File: config.mk
export PLATFORM = sky130hd
export DESIGN_NAME = bitmap_font_glyph_expander_flat
export DESIGN_NICKNAME = d
export VERILOG_FILES = /design/src/bfge_pkg.sv /design/src/bfge_if.sv /design/src/bfge_font_mem.sv /design/src/bitmap_font_glyph_expander.sv /design/src/flat_wrapper.sv
export VERILOG_INCLUDE_DIRS = /design/src /design/src/src
export SDC_FILE = /design/constraint.sdc
export NUM_CORES = 2
export LEC_CHECK = 0
export BUFFER_PORTS_ARGS = -buffer_cell sky130_fd_sc_hd__buf_2
export CAP_MARGIN = 10
export CORE_MARGIN = 5
export CORE_UTILIZATION = 40
export CTS_CLUSTER_DIAMETER = 50
export DETAILED_ROUTE_END_ITERATION = 8
export PLACE_DENSITY = 0.57
export SYNTH_ARGS = -nofsm -noshare
export SYNTH_HDL_FRONTEND = slang
export SYNTH_HIERARCHICAL = 1
export SYNTH_SLANG_ARGS = --single-unit
export TNS_END_PERCENT = 1
File: constraint.sdc
create_clock -name clk -period 13.3 [get_ports clk]
set_clock_uncertainty 0.1 [all_clocks]
set_input_delay 0.665 -clock clk [delete_from_list [all_inputs] [get_ports clk]]
set_output_delay 0.665 -clock clk [all_outputs]
set_load 0.02 [all_outputs]
File: src/bitmap_font_glyph_expander_assert.svh
// Assertion macros used by the glyph expander module.
`ifndef BITMAP_FONT_GLYPH_EXPANDER_ASSERT_SVH
`define BITMAP_FONT_GLYPH_EXPANDER_ASSERT_SVH

// Consequent must hold in the same cycle as the antecedent.
`define BFGE_ASSERT_NOW(lbl, ante, cons) \
  lbl: assert property (@(posedge clk) disable iff (!rst_n) (ante) |-> (cons)) \
    else $error("bfge: same-cycle check failed");

// Consequent must hold in the cycle after the antecedent.
`define BFGE_ASSERT_NEXT(lbl, ante, cons) \
  lbl: assert property (@(posedge clk) disable iff (!rst_n) (ante) |=> (cons)) \
    else $error("bfge: next-cycle check failed");

`endif

File: src/bfge_pkg.sv
// Types, constants and helper functions of the bitmap font glyph expander.
package bfge_pkg;

  localparam int FONT_SLOTS    = 96;
  localparam int GLYPH_COLUMNS = 5;
  localparam int GLYPH_ROWS    = 7;

  localparam int CODE_W   = 8;
  localparam int GCOL_W   = 3;
  localparam int BITS_W   = 7;
  localparam int COORD_W  = 12;
  localparam int SCALE_W  = 4;
  localparam int COLOR_W  = 16;

  localparam int FIRST_CODE = 32;
  localparam int END_CODE   = 128;

  localparam int STORE_DEPTH = FONT_SLOTS * GLYPH_COLUMNS;
  localparam int ADDR_W = (STORE_DEPTH > 1) ? $clog2(STORE_DEPTH) : 1;
  localparam int COL_W  = (GLYPH_COLUMNS > 1) ? $clog2(GLYPH_COLUMNS) : 1;
  localparam int ROW_W  = (GLYPH_ROWS > 1) ? $clog2(GLYPH_ROWS) : 1;
  localparam int FCNT_W = $clog2(GLYPH_COLUMNS + 1);

  localparam int MAX_SCALE = (1 << SCALE_W) - 1;
  localparam int DIM_MAX   = (GLYPH_COLUMNS + 1 > GLYPH_ROWS) ? GLYPH_COLUMNS + 1 : GLYPH_ROWS;
  localparam int OFF_W     = $clog2(DIM_MAX * MAX_SCALE + 1);

  localparam int CFG_IDX_W  = 1;
  localparam int CFG_DATA_W = COLOR_W;

  localparam logic [SCALE_W-1:0] SCALE_RST = SCALE_W'(1);
  localparam logic [COLOR_W-1:0] COLOR_RST = '1;

  localparam logic FUNC_LOAD = 1'b0;
  localparam logic FUNC_DRAW = 1'b1;

  localparam logic [CFG_IDX_W-1:0] CFG_SCALE = 1'b0;
  localparam logic [CFG_IDX_W-1:0] CFG_COLOR = 1'b1;

  typedef enum logic [1:0] {
    ST_CLEAR,
    ST_IDLE,
    ST_FETCH,
    ST_SCAN
  } state_t;

  typedef struct packed {
    logic                  en;
    logic [ADDR_W-1:0]     addr;
    logic [GLYPH_ROWS-1:0] data;
  } font_wr_t;

  // Saturating coordinate add, clamps at the top of the coordinate range.
  function automatic logic [COORD_W-1:0] sat_add(input logic [COORD_W-1:0] a,
                                                 input logic [OFF_W-1:0] b);
    logic [COORD_W:0] s;
    s = {1'b0, a} + (COORD_W + 1)'(b);
    return s[COORD_W] ? {COORD_W{1'b1}} : s[COORD_W-1:0];
  endfunction

  // Fit the loaded column bits to the row count of the store.
  function automatic logic [GLYPH_ROWS-1:0] row_bits(input logic [BITS_W-1:0] b);
    logic [GLYPH_ROWS-1:0] r;
    r = '0;
    for (int i = 0; i < GLYPH_ROWS; i++) begin
      if (i < BITS_W) r[i] = b[i];
    end
    return r;
  endfunction

endpackage

File: src/bfge_if.sv
// Valid/ready channel interfaces for the glyph expander input and result beats.
interface bfge_in_if;
  logic                            valid;
  logic                            ready;
  logic                            func;
  logic [bfge_pkg::CODE_W-1:0]     char_code;
  logic [bfge_pkg::GCOL_W-1:0]     glyph_column;
  logic [bfge_pkg::BITS_W-1:0]     column_bits;
  logic                            start_flag;
  logic [bfge_pkg::COORD_W-1:0]    origin_x;
  logic [bfge_pkg::COORD_W-1:0]    origin_y;

  modport source (output valid, func, char_code, glyph_column, column_bits, start_flag,
                  origin_x, origin_y, input ready);
  modport sink   (input valid, func, char_code, glyph_column, column_bits, start_flag,
                  origin_x, origin_y, output ready);
endinterface

interface bfge_out_if;
  logic                            valid;
  logic                            ready;
  logic [bfge_pkg::COORD_W-1:0]    block_x;
  logic [bfge_pkg::COORD_W-1:0]    block_y;
  logic [bfge_pkg::SCALE_W-1:0]    block_size;
  logic [bfge_pkg::COLOR_W-1:0]    block_color;
  logic                            last_block;

  modport source (output valid, block_x, block_y, block_size, block_color, last_block,
                  input ready);
  modport sink   (input valid, block_x, block_y, block_size, block_color, last_block,
                  output ready);
endinterface

File: src/bfge_font_mem.sv
// Font store memory with a zero-fill sweep after reset.
module bfge_font_mem (
  input  logic                              clk,
  input  logic                              rst_n,
  input  bfge_pkg::font_wr_t                wr,
  input  logic                              rd_en,
  input  logic [bfge_pkg::ADDR_W-1:0]       rd_addr,
  output logic [bfge_pkg::GLYPH_ROWS-1:0]   rd_data,
  output logic                              busy
);

  logic [bfge_pkg::GLYPH_ROWS-1:0] mem [bfge_pkg::STORE_DEPTH];
  logic [bfge_pkg::GLYPH_ROWS-1:0] rd_data_r;
  logic [bfge_pkg::ADDR_W-1:0]     clr_addr_r, clr_addr_nxt;
  logic                            busy_r, busy_nxt;

  always_comb begin
    clr_addr_nxt = clr_addr_r;
    busy_nxt     = busy_r;
    if (busy_r) begin
      clr_addr_nxt = clr_addr_r + 1'b1;
      if (clr_addr_r == bfge_pkg::ADDR_W'(bfge_pkg::STORE_DEPTH - 1)) busy_nxt = 1'b0;
    end
  end

  always_ff @(posedge clk) begin
    if (!rst_n) begin
      clr_addr_r <= '0;
      busy_r     <= 1'b1;
    end else begin
      clr_addr_r <= clr_addr_nxt;
      busy_r     <= busy_nxt;
    end
  end

  always_ff @(posedge clk) begin
    if (busy_r) begin
      mem[clr_addr_r] <= '0;
    end else if (wr.en) begin
      mem[wr.addr] <= wr.data;
    end
  end

  always_ff @(posedge clk) begin
    if (rd_en) rd_data_r <= mem[rd_addr];
  end

  assign rd_data = rd_data_r;
  assign busy    = busy_r;

endmodule

File: src/bitmap_font_glyph_expander.sv
// Bitmap font glyph expander: turns characters into scaled pixel blocks.
//
// in_chan carries load beats (func 0: write one glyph column into the font
// store) and draw beats (func 1: expand one character). out_chan carries one
// beat per set font dot: block origin, size, color and a last flag on the final
// block of the character. cfg_we/cfg_addr/cfg_data write glyph_scale (index 0)
// and text_color (index 1); write them only while the block is idle.
// A load beat leaves the block idle. A draw beat reads the five glyph columns
// from the font memory's read port (ST_FETCH), then scans one dot position per
// cycle, stalling as below (up to 35 positions), and advances the cursor in the
// final ST_SCAN step. Dot positions after the last set bit are skipped. A blank
// glyph skips the scan; a zero scale leaves the block idle and draws nothing.
// After reset the font store is zero-filled, one entry a cycle: in_chan stays
// not ready until the fill is done. Cursor resets to 0,0,
// scale to 1, color to white.
// Results sit in an output register that reloads in the cycle its beat is
// taken; the scan stalls on a set dot only while that register is full and
// out_chan is not ready.
module bitmap_font_glyph_expander (
  input  logic                                   clk,
  input  logic                                   rst_n,
  bfge_in_if.sink                                in_chan,
  bfge_out_if.source                             out_chan,
  input  logic                                   cfg_we,
  input  logic [bfge_pkg::CFG_IDX_W-1:0]         cfg_addr,
  input  logic [bfge_pkg::CFG_DATA_W-1:0]        cfg_data
);

  bfge_pkg::state_t state_r, state_nxt;

  logic [bfge_pkg::SCALE_W-1:0] scale_r;
  logic [bfge_pkg::COLOR_W-1:0] color_r;

  logic [bfge_pkg::COORD_W-1:0] cursor_x_r, cursor_x_nxt;
  logic [bfge_pkg::COORD_W-1:0] cursor_y_r, cursor_y_nxt;
  logic [bfge_pkg::ADDR_W-1:0]  base_r, base_nxt;
  logic [bfge_pkg::FCNT_W-1:0]  fcnt_r, fcnt_nxt;
  logic [bfge_pkg::COL_W-1:0]   col_r, col_nxt;
  logic [bfge_pkg::ROW_W-1:0]   row_r, row_nxt;
  logic [bfge_pkg::OFF_W-1:0]   x_off_r, x_off_nxt;
  logic [bfge_pkg::OFF_W-1:0]   y_off_r, y_off_nxt;

  logic [bfge_pkg::GLYPH_COLUMNS-1:0][bfge_pkg::GLYPH_ROWS-1:0] glyph_r, glyph_nxt, glyph_rem;

  logic                         out_valid_r, out_valid_nxt;
  logic [bfge_pkg::COORD_W-1:0] blk_x_r, blk_y_r;
  logic [bfge_pkg::SCALE_W-1:0] blk_size_r;
  logic [bfge_pkg::COLOR_W-1:0] blk_color_r;
  logic                         blk_last_r;

  bfge_pkg::font_wr_t              mem_wr;
  logic                            mem_rd_en;
  logic [bfge_pkg::ADDR_W-1:0]     mem_rd_addr;
  logic [bfge_pkg::GLYPH_ROWS-1:0] mem_rd_data;
  logic                            mem_busy;

  logic                            in_acc;
  logic                            draw_go, scan_done;
  logic                            cur_bit, glyph_empty, out_free, out_load, step, last;
  logic [bfge_pkg::CODE_W-1:0]     slot;
  logic [bfge_pkg::OFF_W-1:0]      adv;

  bfge_font_mem u_font_mem (
    .clk     (clk),
    .rst_n   (rst_n),
    .wr      (mem_wr),
    .rd_en   (mem_rd_en),
    .rd_addr (mem_rd_addr),
    .rd_data (mem_rd_data),
    .busy    (mem_busy)
  );

  assign in_chan.ready = (state_r == bfge_pkg::ST_IDLE);
  assign in_acc        = in_chan.valid && in_chan.ready;
  assign draw_go       = in_acc && in_chan.func == bfge_pkg::FUNC_DRAW && scale_r != '0;

  assign cur_bit     = glyph_r[col_r][row_r];
  assign glyph_empty = (glyph_r == '0);
  assign scan_done   = (state_r == bfge_pkg::ST_SCAN) && glyph_empty;
  assign out_free    = !out_valid_r || out_chan.ready;
  assign out_load    = (state_r == bfge_pkg::ST_SCAN) && !glyph_empty && cur_bit && out_free;
  assign step        = (state_r == bfge_pkg::ST_SCAN) && !glyph_empty &&
                       (!cur_bit || out_free);

  always_comb begin
    glyph_rem               = glyph_r;
    glyph_rem[col_r][row_r] = 1'b0;
  end
  assign last = (glyph_rem == '0);

  assign adv = bfge_pkg::OFF_W'(bfge_pkg::GLYPH_COLUMNS + 1) * bfge_pkg::OFF_W'(scale_r);

  // Codes outside the printable range, or past the store, fall back to slot 0.
  always_comb begin
    slot = '0;
    if (in_chan.char_code >= bfge_pkg::CODE_W'(bfge_pkg::FIRST_CODE) &&
        {1'b0, in_chan.char_code} < (bfge_pkg::CODE_W + 1)'(bfge_pkg::END_CODE)) begin
      slot = in_chan.char_code - bfge_pkg::CODE_W'(bfge_pkg::FIRST_CODE);
      if ({1'b0, slot} >= (bfge_pkg::CODE_W + 1)'(bfge_pkg::FONT_SLOTS)) slot = '0;
    end
  end

  // Next state
  always_comb begin
    state_nxt = state_r;
    case (state_r)
      bfge_pkg::ST_CLEAR: if (!mem_busy) state_nxt = bfge_pkg::ST_IDLE;
      bfge_pkg::ST_IDLE: begin
        if (draw_go) state_nxt = bfge_pkg::ST_FETCH;
      end
      bfge_pkg::ST_FETCH: begin
        if (fcnt_r == bfge_pkg::FCNT_W'(bfge_pkg::GLYPH_COLUMNS)) state_nxt = bfge_pkg::ST_SCAN;
      end
      bfge_pkg::ST_SCAN: if (scan_done) state_nxt = bfge_pkg::ST_IDLE;
      default: state_nxt = bfge_pkg::ST_IDLE;
    endcase
  end

  // Memory port controls
  always_comb begin
    mem_wr.en   = in_acc && in_chan.func == bfge_pkg::FUNC_LOAD &&
                  {1'b0, in_chan.char_code} < (bfge_pkg::CODE_W + 1)'(bfge_pkg::FONT_SLOTS) &&
                  {2'b00, in_chan.glyph_column} < (bfge_pkg::GCOL_W + 2)'(bfge_pkg::GLYPH_COLUMNS);
    mem_wr.addr = bfge_pkg::ADDR_W'(in_chan.char_code) *
                  bfge_pkg::ADDR_W'(bfge_pkg::GLYPH_COLUMNS) +
                  bfge_pkg::ADDR_W'(in_chan.glyph_column);
    mem_wr.data = bfge_pkg::row_bits(in_chan.column_bits);
    mem_rd_en   = (state_r == bfge_pkg::ST_FETCH) &&
                  (fcnt_r < bfge_pkg::FCNT_W'(bfge_pkg::GLYPH_COLUMNS));
    mem_rd_addr = base_r + bfge_pkg::ADDR_W'(fcnt_r);
  end

  // Datapath next values
  always_comb begin
    cursor_x_nxt = cursor_x_r;
    cursor_y_nxt = cursor_y_r;
    base_nxt     = base_r;
    fcnt_nxt     = fcnt_r;
    col_nxt      = col_r;
    row_nxt      = row_r;
    x_off_nxt    = x_off_r;
    y_off_nxt    = y_off_r;
    glyph_nxt    = glyph_r;

    if (in_acc && in_chan.func == bfge_pkg::FUNC_DRAW) begin
      if (in_chan.start_flag) begin
        cursor_x_nxt = in_chan.origin_x;
        cursor_y_nxt = in_chan.origin_y;
      end
      base_nxt  = bfge_pkg::ADDR_W'(slot) * bfge_pkg::ADDR_W'(bfge_pkg::GLYPH_COLUMNS);
      fcnt_nxt  = '0;
      col_nxt   = '0;
      row_nxt   = '0;
      x_off_nxt = '0;
      y_off_nxt = '0;
    end

    if (state_r == bfge_pkg::ST_FETCH) begin
      fcnt_nxt = fcnt_r + 1'b1;
      // read data is registered in the memory, so it belongs to the previous fcnt
      if (fcnt_r != '0) glyph_nxt[bfge_pkg::COL_W'(fcnt_r - 1'b1)] = mem_rd_data;
    end

    if (scan_done) begin
      cursor_x_nxt = bfge_pkg::sat_add(cursor_x_r, adv);
    end

    if (step) begin
      if (cur_bit) glyph_nxt = glyph_rem;
      if (row_r == bfge_pkg::ROW_W'(bfge_pkg::GLYPH_ROWS - 1)) begin
        row_nxt   = '0;
        y_off_nxt = '0;
        if (col_r != bfge_pkg::COL_W'(bfge_pkg::GLYPH_COLUMNS - 1)) begin
          col_nxt   = col_r + 1'b1;
          x_off_nxt = x_off_r + bfge_pkg::OFF_W'(scale_r);
        end
      end else begin
        row_nxt   = row_r + 1'b1;
        y_off_nxt = y_off_r + bfge_pkg::OFF_W'(scale_r);
      end
    end
  end

  assign out_valid_nxt = out_load || (out_valid_r && !out_chan.ready);

  always_ff @(posedge clk) begin
    if (!rst_n) begin
      state_r     <= bfge_pkg::ST_CLEAR;
      scale_r     <= bfge_pkg::SCALE_RST;
      color_r     <= bfge_pkg::COLOR_RST;
      cursor_x_r  <= '0;
      cursor_y_r  <= '0;
      out_valid_r <= 1'b0;
    end else begin
      state_r     <= state_nxt;
      cursor_x_r  <= cursor_x_nxt;
      cursor_y_r  <= cursor_y_nxt;
      out_valid_r <= out_valid_nxt;
      if (cfg_we) begin
        case (cfg_addr)
          bfge_pkg::CFG_SCALE: scale_r <= cfg_data[bfge_pkg::SCALE_W-1:0];
          bfge_pkg::CFG_COLOR: color_r <= cfg_data[bfge_pkg::COLOR_W-1:0];
          default: ;
        endcase
      end
    end
  end

  always_ff @(posedge clk) begin
    base_r  <= base_nxt;
    fcnt_r  <= fcnt_nxt;
    col_r   <= col_nxt;
    row_r   <= row_nxt;
    x_off_r <= x_off_nxt;
    y_off_r <= y_off_nxt;
    glyph_r <= glyph_nxt;
    if (out_load) begin
      blk_x_r     <= bfge_pkg::sat_add(cursor_x_r, x_off_r);
      blk_y_r     <= bfge_pkg::sat_add(cursor_y_r, y_off_r);
      blk_size_r  <= scale_r;
      blk_color_r <= color_r;
      blk_last_r  <= last;
    end
  end

  assign out_chan.valid       = out_valid_r;
  assign out_chan.block_x     = blk_x_r;
  assign out_chan.block_y     = blk_y_r;
  assign out_chan.block_size  = blk_size_r;
  assign out_chan.block_color = blk_color_r;
  assign out_chan.last_block  = blk_last_r;

`include "bitmap_font_glyph_expander_assert.svh"

  `BFGE_ASSERT_NOW(a_clear_blocks_input, mem_busy, !in_chan.ready)
  `BFGE_ASSERT_NEXT(a_last_empties_glyph, out_load && last, glyph_r == '0)
  `BFGE_ASSERT_NEXT(a_empty_scan_idles, scan_done, state_r == bfge_pkg::ST_IDLE)
  `BFGE_ASSERT_NEXT(a_draw_starts_fetch, draw_go, state_r == bfge_pkg::ST_FETCH && fcnt_r == '0)

endmodule
File: src/flat_wrapper.sv
// flat-port wrapper written by rule: the top's interface ports become plain ports
module bitmap_font_glyph_expander_flat 
  (clk, rst_n, cfg_we, cfg_addr, cfg_data, in_chan_valid, in_chan_func, in_chan_char_code, in_chan_glyph_column, in_chan_column_bits, in_chan_start_flag, in_chan_origin_x, in_chan_origin_y, in_chan_ready, out_chan_valid, out_chan_block_x, out_chan_block_y, out_chan_block_size, out_chan_block_color, out_chan_last_block, out_chan_ready);
  bfge_in_if in_chan_i ();
  bfge_out_if out_chan_i ();
  input  logic clk;
  input  logic rst_n;
  input  logic cfg_we;
  input  logic [bfge_pkg::CFG_IDX_W-1:0] cfg_addr;
  input  logic [bfge_pkg::CFG_DATA_W-1:0] cfg_data;
  input wire logic [$bits(in_chan_i.valid)-1:0] in_chan_valid;
  input wire logic [$bits(in_chan_i.func)-1:0] in_chan_func;
  input wire logic [$bits(in_chan_i.char_code)-1:0] in_chan_char_code;
  input wire logic [$bits(in_chan_i.glyph_column)-1:0] in_chan_glyph_column;
  input wire logic [$bits(in_chan_i.column_bits)-1:0] in_chan_column_bits;
  input wire logic [$bits(in_chan_i.start_flag)-1:0] in_chan_start_flag;
  input wire logic [$bits(in_chan_i.origin_x)-1:0] in_chan_origin_x;
  input wire logic [$bits(in_chan_i.origin_y)-1:0] in_chan_origin_y;
  output wire logic [$bits(in_chan_i.ready)-1:0] in_chan_ready;
  output wire logic [$bits(out_chan_i.valid)-1:0] out_chan_valid;
  output wire logic [$bits(out_chan_i.block_x)-1:0] out_chan_block_x;
  output wire logic [$bits(out_chan_i.block_y)-1:0] out_chan_block_y;
  output wire logic [$bits(out_chan_i.block_size)-1:0] out_chan_block_size;
  output wire logic [$bits(out_chan_i.block_color)-1:0] out_chan_block_color;
  output wire logic [$bits(out_chan_i.last_block)-1:0] out_chan_last_block;
  input wire logic [$bits(out_chan_i.ready)-1:0] out_chan_ready;
  assign in_chan_i.valid = in_chan_valid;
  assign in_chan_i.func = in_chan_func;
  assign in_chan_i.char_code = in_chan_char_code;
  assign in_chan_i.glyph_column = in_chan_glyph_column;
  assign in_chan_i.column_bits = in_chan_column_bits;
  assign in_chan_i.start_flag = in_chan_start_flag;
  assign in_chan_i.origin_x = in_chan_origin_x;
  assign in_chan_i.origin_y = in_chan_origin_y;
  assign in_chan_ready = in_chan_i.ready;
  assign out_chan_valid = out_chan_i.valid;
  assign out_chan_block_x = out_chan_i.block_x;
  assign out_chan_block_y = out_chan_i.block_y;
  assign out_chan_block_size = out_chan_i.block_size;
  assign out_chan_block_color = out_chan_i.block_color;
  assign out_chan_last_block = out_chan_i.last_block;
  assign out_chan_i.ready = out_chan_ready;
  bitmap_font_glyph_expander u_core (.clk(clk), .rst_n(rst_n), .in_chan(in_chan_i), .out_chan(out_chan_i), .cfg_we(cfg_we), .cfg_addr(cfg_addr), .cfg_data(cfg_data));
endmodule
Word level (Yosys, flattened, before mapping):

Memory sizes are Yosys's and may differ from the RTL's. A register that Yosys moved wholly into a read port is not among the register bits.
Cells that the tools add are included.

* bits in writable memories: 3360
* bits of input ports: 66
* output and inout bits: 47
* memories: 1
* word-level logic and storage cells: 158
* bits in latches: 0
* ROM bits: 0
* register bits after elaboration: 169

* bitwise logic cells: 4
* shift operators: 0
* muxes and demuxes: 51
* equality and inequality tests: 11
* div/mod/pow operators: 0
* $lt $le $gt $ge: 12
* $mul: 3
* reduce and logical (&&, ||, !) cells: 39
* add/sub/neg operators: 13

Memory list
* u_core.u_font_mem.mem: depth 480, width 7, rd ports 1, clocked after memory_dff 1, wr ports 1, RTL line bfge_font_mem.sv:12 `logic [bfge_pkg::GLYPH_ROWS-1:0] mem [bfge_pkg::STORE_DEPTH];`

Operators by type and width (count)
* 2-to-1 mux 35 bit: 4
* 2-to-1 mux 7 bit: 11
* zero test 35 bit: 2
* 2-to-1 mux 12 bit: 4
* demux 7 bit (select 3 bit): 2
* adder 12 x 7 -> 13 bit: 3
* AND 35 bit: 1
* bitwise mux 35 bit: 1
* inverter 35 bit: 1
* 2-to-1 mux 3 bit: 8
* binary-select mux 7 bit (select 3 bit): 1
* adder 9 x 3 -> 9 bit: 2
* multiplier 8 x 3 -> 9 bit (second input constant): 2
* logical AND 1 bit: 17
* 2-to-1 mux 8 bit: 2
* adder 7 x 4 -> 7 bit: 2
* less-than comparator 3 x 4 -> 1 bit (second input constant): 3
* 2-to-1 mux 1 bit: 10
* adder 3 x 1 -> 3 bit (second input constant): 3
* adder 9 x 1 -> 9 bit (second input constant): 1
* equality test 9 bit (second input constant): 1
* greater-or-equal comparator 3 x 1 -> 1 bit (second input constant): 3
* 2-to-1 mux 9 bit: 1
* greater-or-equal comparator 8 x 6 -> 1 bit (second input constant): 1
* other kinds (27): 47

Depth between registers and ports, before layout:

* word-level depth: 10
* depth in mapped cells: 20
* gate-level depth less buffers: 15

Modules after synthesis:

The synthesis kept the hierarchy.

Modules (own cells, without submodules)
* bfge_font_mem: area an instance 131961.6 µm², instances 1, cells an instance 6108, sequential area each 101307.2 µm²
* bitmap_font_glyph_expander: area an instance 9564.2 µm², instances 1, cells an instance 1021, sequential area each 3853.7 µm²

Worst setup path after synthesis:

OpenSTA, ideal clock, no wires.

* path type: input to register
* start point: input in_chan_glyph_column[1]
* end point: memory u_core/u_font_mem/mem[0][0] in the netlist's numbering, data pin
* setup time: 1.454 ns
* stages on the path: 7
* arrival: 7.642 ns
* required time: 11.746 ns
* path slack: 4.104 ns
* buffers on the path: 1
* cells stage by stage: o21ai_0 nand4_1 a21oi_1 inv_1 nor2_1 clkbuf_1 and2_1

RTL lines
* start, declared: RTL line flat_wrapper.sv:14 `input wire logic [$bits(in_chan_i.glyph_column)-1:0] in_chan_glyph_column;`
* end, declared: RTL line bfge_font_mem.sv:12

Final worst setup path:

* start point: register u_core/fcnt_r[0] in the netlist's numbering
* end point: register u_core.u_font_mem.rd_data_r (netlist bit u_core/u_font_mem/rd_data[6]) (read register of u_core.u_font_mem.mem), data pin

* elaborated cells between the ends (all ways): 3
* those cells by class: add/sub: 1; order compare: 1; reduce/logical: 1

RTL lines
* start, declared: RTL line bitmap_font_glyph_expander.sv:37 `logic [bfge_pkg::FCNT_W-1:0] fcnt_r, fcnt_nxt;`
* start signal, assigned: RTL line bitmap_font_glyph_expander.sv:211 `fcnt_r <= fcnt_nxt;`
* adder 9 x 3 -> 9 bit: RTL line bitmap_font_glyph_expander.sv:130 `mem_rd_addr = base_r + bfge_pkg::ADDR_W'(fcnt_r);`
* via u_core.mem_rd_addr (one bit): RTL line bitmap_font_glyph_expander.sv:53 `logic [bfge_pkg::ADDR_W-1:0] mem_rd_addr;`
* end, declared: RTL line bfge_font_mem.sv:13 `logic [bfge_pkg::GLYPH_ROWS-1:0] rd_data_r;`

The timed path passes the listed nets, and every way through them passes these cells.
A chain may end at the register's enable or synchronous reset.

==> results by group <==
Outcome
  – Run status: finished clean

Clock tree
  – Deepest clock path buffer count: 4
  – Clock sink count: 3,536
  – Number of gates resized after CTS: 0
  – Clock root buffer master: sky130_fd_sc_hd__clkbuf_16
  – Skew-Pair Late Insertion Delay: between 0.9 and 1 ns
  – TritonCTS buffer count: between 300 and 400
  – CTS tree: built
  – Clock transition at the registers of the reported paths: 0.06 ns
  – Depth of the CTS H-tree: 5

Layout
  – Area added between synthesis and finish: 13.5%
  – Layout cell share with drive strength beyond 1: 23.6%
  – Number of standard cells in the final layout excluding fillers: ~12k
  – Final-stage net count: 7,546
  – Filler cells: 29.5k

Place
  – Dpl cells: 11.7k
  – HPWL after detailed placement: 227,000 um
  – Quantity of I/O buffers inserted on ports: 112
  – Global placement routability congestion: between 0.8 and 0.9

Global routing
  – Met1 demand-to-capacity share in global routing: 29.1%
  – Antenna violations before repair: 15
  – Vias in the first global route: 73.3k
  – Met3 global-route usage: 4.59%
  – Largest net degree at the start of global routing: 237
  – Overall overflow remaining after global route: 0
  – Global-route wire length before repair: 553,000 um
  – Overall fraction of global-route tracks in use: 20.8%
  – Global-route met2 utilization: 32.8%
  – Routing layer with the top usage in global route: met2

Worst hold path
  – Hold crit path type: primary input to flop

Setup path
  – Critical path class: flop to flop
  – Worst setup EP type: flop
  – Required @ worst endpoint: 13.85 ns
  – Arrival time at the worst endpoint: 7.24 ns
  – Top fanout value on the critical path: 106
  – Kind of start point of the critical path: flop

Timing
  – Setup violation total in the final timing report: 0
  – Final Max Slew Viols: 0
  – Count of final hold-check violations: 0
  – Crit path time final: 6.69 ns
  – Slew at the pin with the worst max-slew slack: 1.37 ns
  – Highest clock frequency the design can meet: 150 MHz
  – Final worst-path cycle share: approximately half
  – Worst hold margin: roughly 0.13 ns
  – Worst-case headroom to the max-slew limit: 8.77%
  – RSZ-0062 raised after global routing: no
  – Final-layout setup total negative slack: 0 ns

Floorplan
  – Placeable core region: ~350,000 um2
  – Floorplan die width: 605 um
  – Number of top-level pins: between 100 and 150
  – Height of the die: 605 um
  – Total die area: roughly 370,000 um2
  – Initial standard-cell utilization of the core: 40.2%
  – Placement Rows: ~220

Pwr
  – Share of power burned in the clock network: 47.2%
  – Cell Int Power: 18.4 mW
  – Maximum VDD drop: 0.109 mV
  – Switching portion of total power: 20.5%
  – Static Leakage: approximately 44 nW
  – P per Cell Area: 144 nW/um2
  – Sequential share of power: between 50 and 60%
  – Power after layout: 23.2 mW
  – Logic pwr share: 0.8%
  – Switching power: 4.75 mW

Logic synthesis
  – Most used DFF post-synth: sky130_fd_sc_hd__edfxtp_1
  – Register bit count reported by yosys: 3,536
  – Synth cell count leaders: sky130_fd_sc_hd__edfxtp_1, sky130_fd_sc_hd__mux4_2, sky130_fd_sc_hd__nor2_1
  – Number of synthesized flops with an enable pin: around 3.4k
  – Fraction of synthesis flops using an asynchronous set or reset pin: 0%
  – Number of distinct library cells after synthesis: roughly 80
  – Share of the yosys chip area belonging to registers: about three quarters
  – Number of instances in the synthesized netlist: 7,129
  – Cells taking the most area after synthesis: sky130_fd_sc_hd__edfxtp_1, sky130_fd_sc_hd__mux4_2, sky130_fd_sc_hd__nor2_1, sky130_fd_sc_hd__dfxtp_1, sky130_fd_sc_hd__mux2i_1
  – Most instantiated library cell after synthesis: sky130_fd_sc_hd__edfxtp_1
  – Synth area leader: sky130_fd_sc_hd__edfxtp_1
  – Area fraction of the dominant cell type after synthesis: approximately 73%
  – Cell Area, Synth: about 140,000 um2
  – Avg Inst Size Synth: 19.9 um2
  – Number of nets produced by synthesis: 7,289
  – Synthesis Warnings: 6

Routing
  – Total number of vias: around 73k
  – Avg Vias per Cell: between 5 and 6
  – Number of nets with antenna violations after detailed routing: 0
  – DRT Pass-1 Iters: 8
  – Routed wirelength normalized by instance count: between 30 and 40 um
  – DRC marker count from the first detailed-route iteration: 8,134
  – Total DRC errors in the routed layout: 0
  – Total length of routed wires: just under 400,000 um

Job
  – Max Cap Viol: 0
==> layout by cell type (no fill, tap or decap), types with 102 or more instances in the layout <==
cell and count:
sky130_fd_sc_hd__a21oi_1 109, sky130_fd_sc_hd__buf_2 113, sky130_fd_sc_hd__buf_4 104, sky130_fd_sc_hd__clkbuf_16 403, sky130_fd_sc_hd__dfxtp_1 102, sky130_fd_sc_hd__edfxtp_1 3434
sky130_fd_sc_hd__mux2i_1 191, sky130_fd_sc_hd__mux4_2 893, sky130_fd_sc_hd__nand2_1 324, sky130_fd_sc_hd__nor2_1 597
==> stage by stage <==
| stage | worst slack (ns) | cell area [um2] | util [%] |
|---|---|---|---|
| floorplan | 4.10 | 142000 | - |
| global placement | 6.69 | 147000 | 41.7 |
| detailed placement | 6.65 | 147000 | 41.7 |
| CTS | 6.64 | 161000 | 45.6 |
| global route | 6.61 | 161000 | 45.6 |
| finish | 6.61 | 161000 | 45.6 |
==> layer usage <==
layer | wire (um) | share of wire [%]
met3 | 33600 | 8.7
met5 | 36 | 0.0093
met4 | 12600 | 3.3
met2 | 182000 | 47
met1 | 159000 | 41
==> layout make-up <==
cell class,count,area [um2],share of cell area (%)
diodes,7,17.5,0.0109
well taps,4730,5920,3.68
inverters,56,230,0.143
repair buffers,280,2210,1.37
clock buffers,452,10300,6.40
clock inverters,279,2940,1.83
flip-flops and latches,3536,105000,65.5
multi-input cells,3114,33900,21.1
==> critical path: stages (launching register included) <==
cell	delay, ns
sky130_fd_sc_hd__edfxtp_1	0.54
sky130_fd_sc_hd__ha_4	0.23
sky130_fd_sc_hd__inv_1	0.07
sky130_fd_sc_hd__fa_1	0.49
sky130_fd_sc_hd__inv_8	0.50
sky130_fd_sc_hd__buf_12	0.54
sky130_fd_sc_hd__buf_4	0.67
sky130_fd_sc_hd__mux4_2	0.42
sky130_fd_sc_hd__mux4_2	0.52
sky130_fd_sc_hd__mux2i_1	0.47
sky130_fd_sc_hd__nor3_1	0.14
sky130_fd_sc_hd__or4_1	0.62
sky130_fd_sc_hd__nor3_1	0.62
sky130_fd_sc_hd__nor4_1	0.14
==> what timing repair did <==
action	CTS	global route
hold endpoints to repair	43	0
endpoints found under the setup margin	0	0
setup buffers	0	0
hold buffers	39	0
==> path summary, 6_finish.rpt <==
kind	startpoint	end	slack, ns	cells past startpoint
worst max register to register	u_core/fcnt_r[0]$_SDFFCE_PN0P_	u_core/u_font_mem/rd_data[6]$_DFFE_PP_	6.61	13
worst min-delay path	in_chan_origin_x[9]	u_core/cursor_x_r[9]$_SDFFE_PN0P_	0.13	3
worst min register to register	u_core/color_r[6]$_SDFFE_PN1P_	u_core/out_chan.block_color[6]$_DFFE_PP_	0.33	0
worst max-delay path	u_core/fcnt_r[0]$_SDFFCE_PN0P_	u_core/u_font_mem/rd_data[6]$_DFFE_PP_	6.61	13
==> power by group through the flow <==
stage | logic [mW] | registers (mW) | clock network, mW
finish | 0.176 | 12.1 | 11.0
global route | 0.183 | 12.0 | 11.6
CTS | 0.173 | 12.0 | 11.2
detailed placement | 0.162 | 12.3 | 0
global placement | 0.162 | 12.3 | 0
floorplan | 0.0757 | 12.3 | 0
==> sequential cells by signal, indices dropped and copies added (netlist names), 12 cells and up <==
register,flops
u_core/glyph_r,35
u_core/u_font_mem/mem,3360
u_core/color_r,16
u_core/out_chan.block_x,12
u_core/out_chan.block_color,16
u_core/out_chan.block_y,12
u_core/cursor_y_r,12
u_core/cursor_x_r,12
==> logic make-up after synthesis <==
logic type,count (synthesis),share of synthesized area (%)
AND/OR/NAND/NOR,1311,4.04
other,1,0.00265
flip-flops,3536,74.3
buffers and inverters,479,1.97
adder cells (fa/ha/maj),94,0.879
XOR/XNOR,50,0.309
AO/OA/AOI/OAI,559,2.76
multiplexers,1099,15.7
No activity file was read; power rests on OpenSTA's default activity.
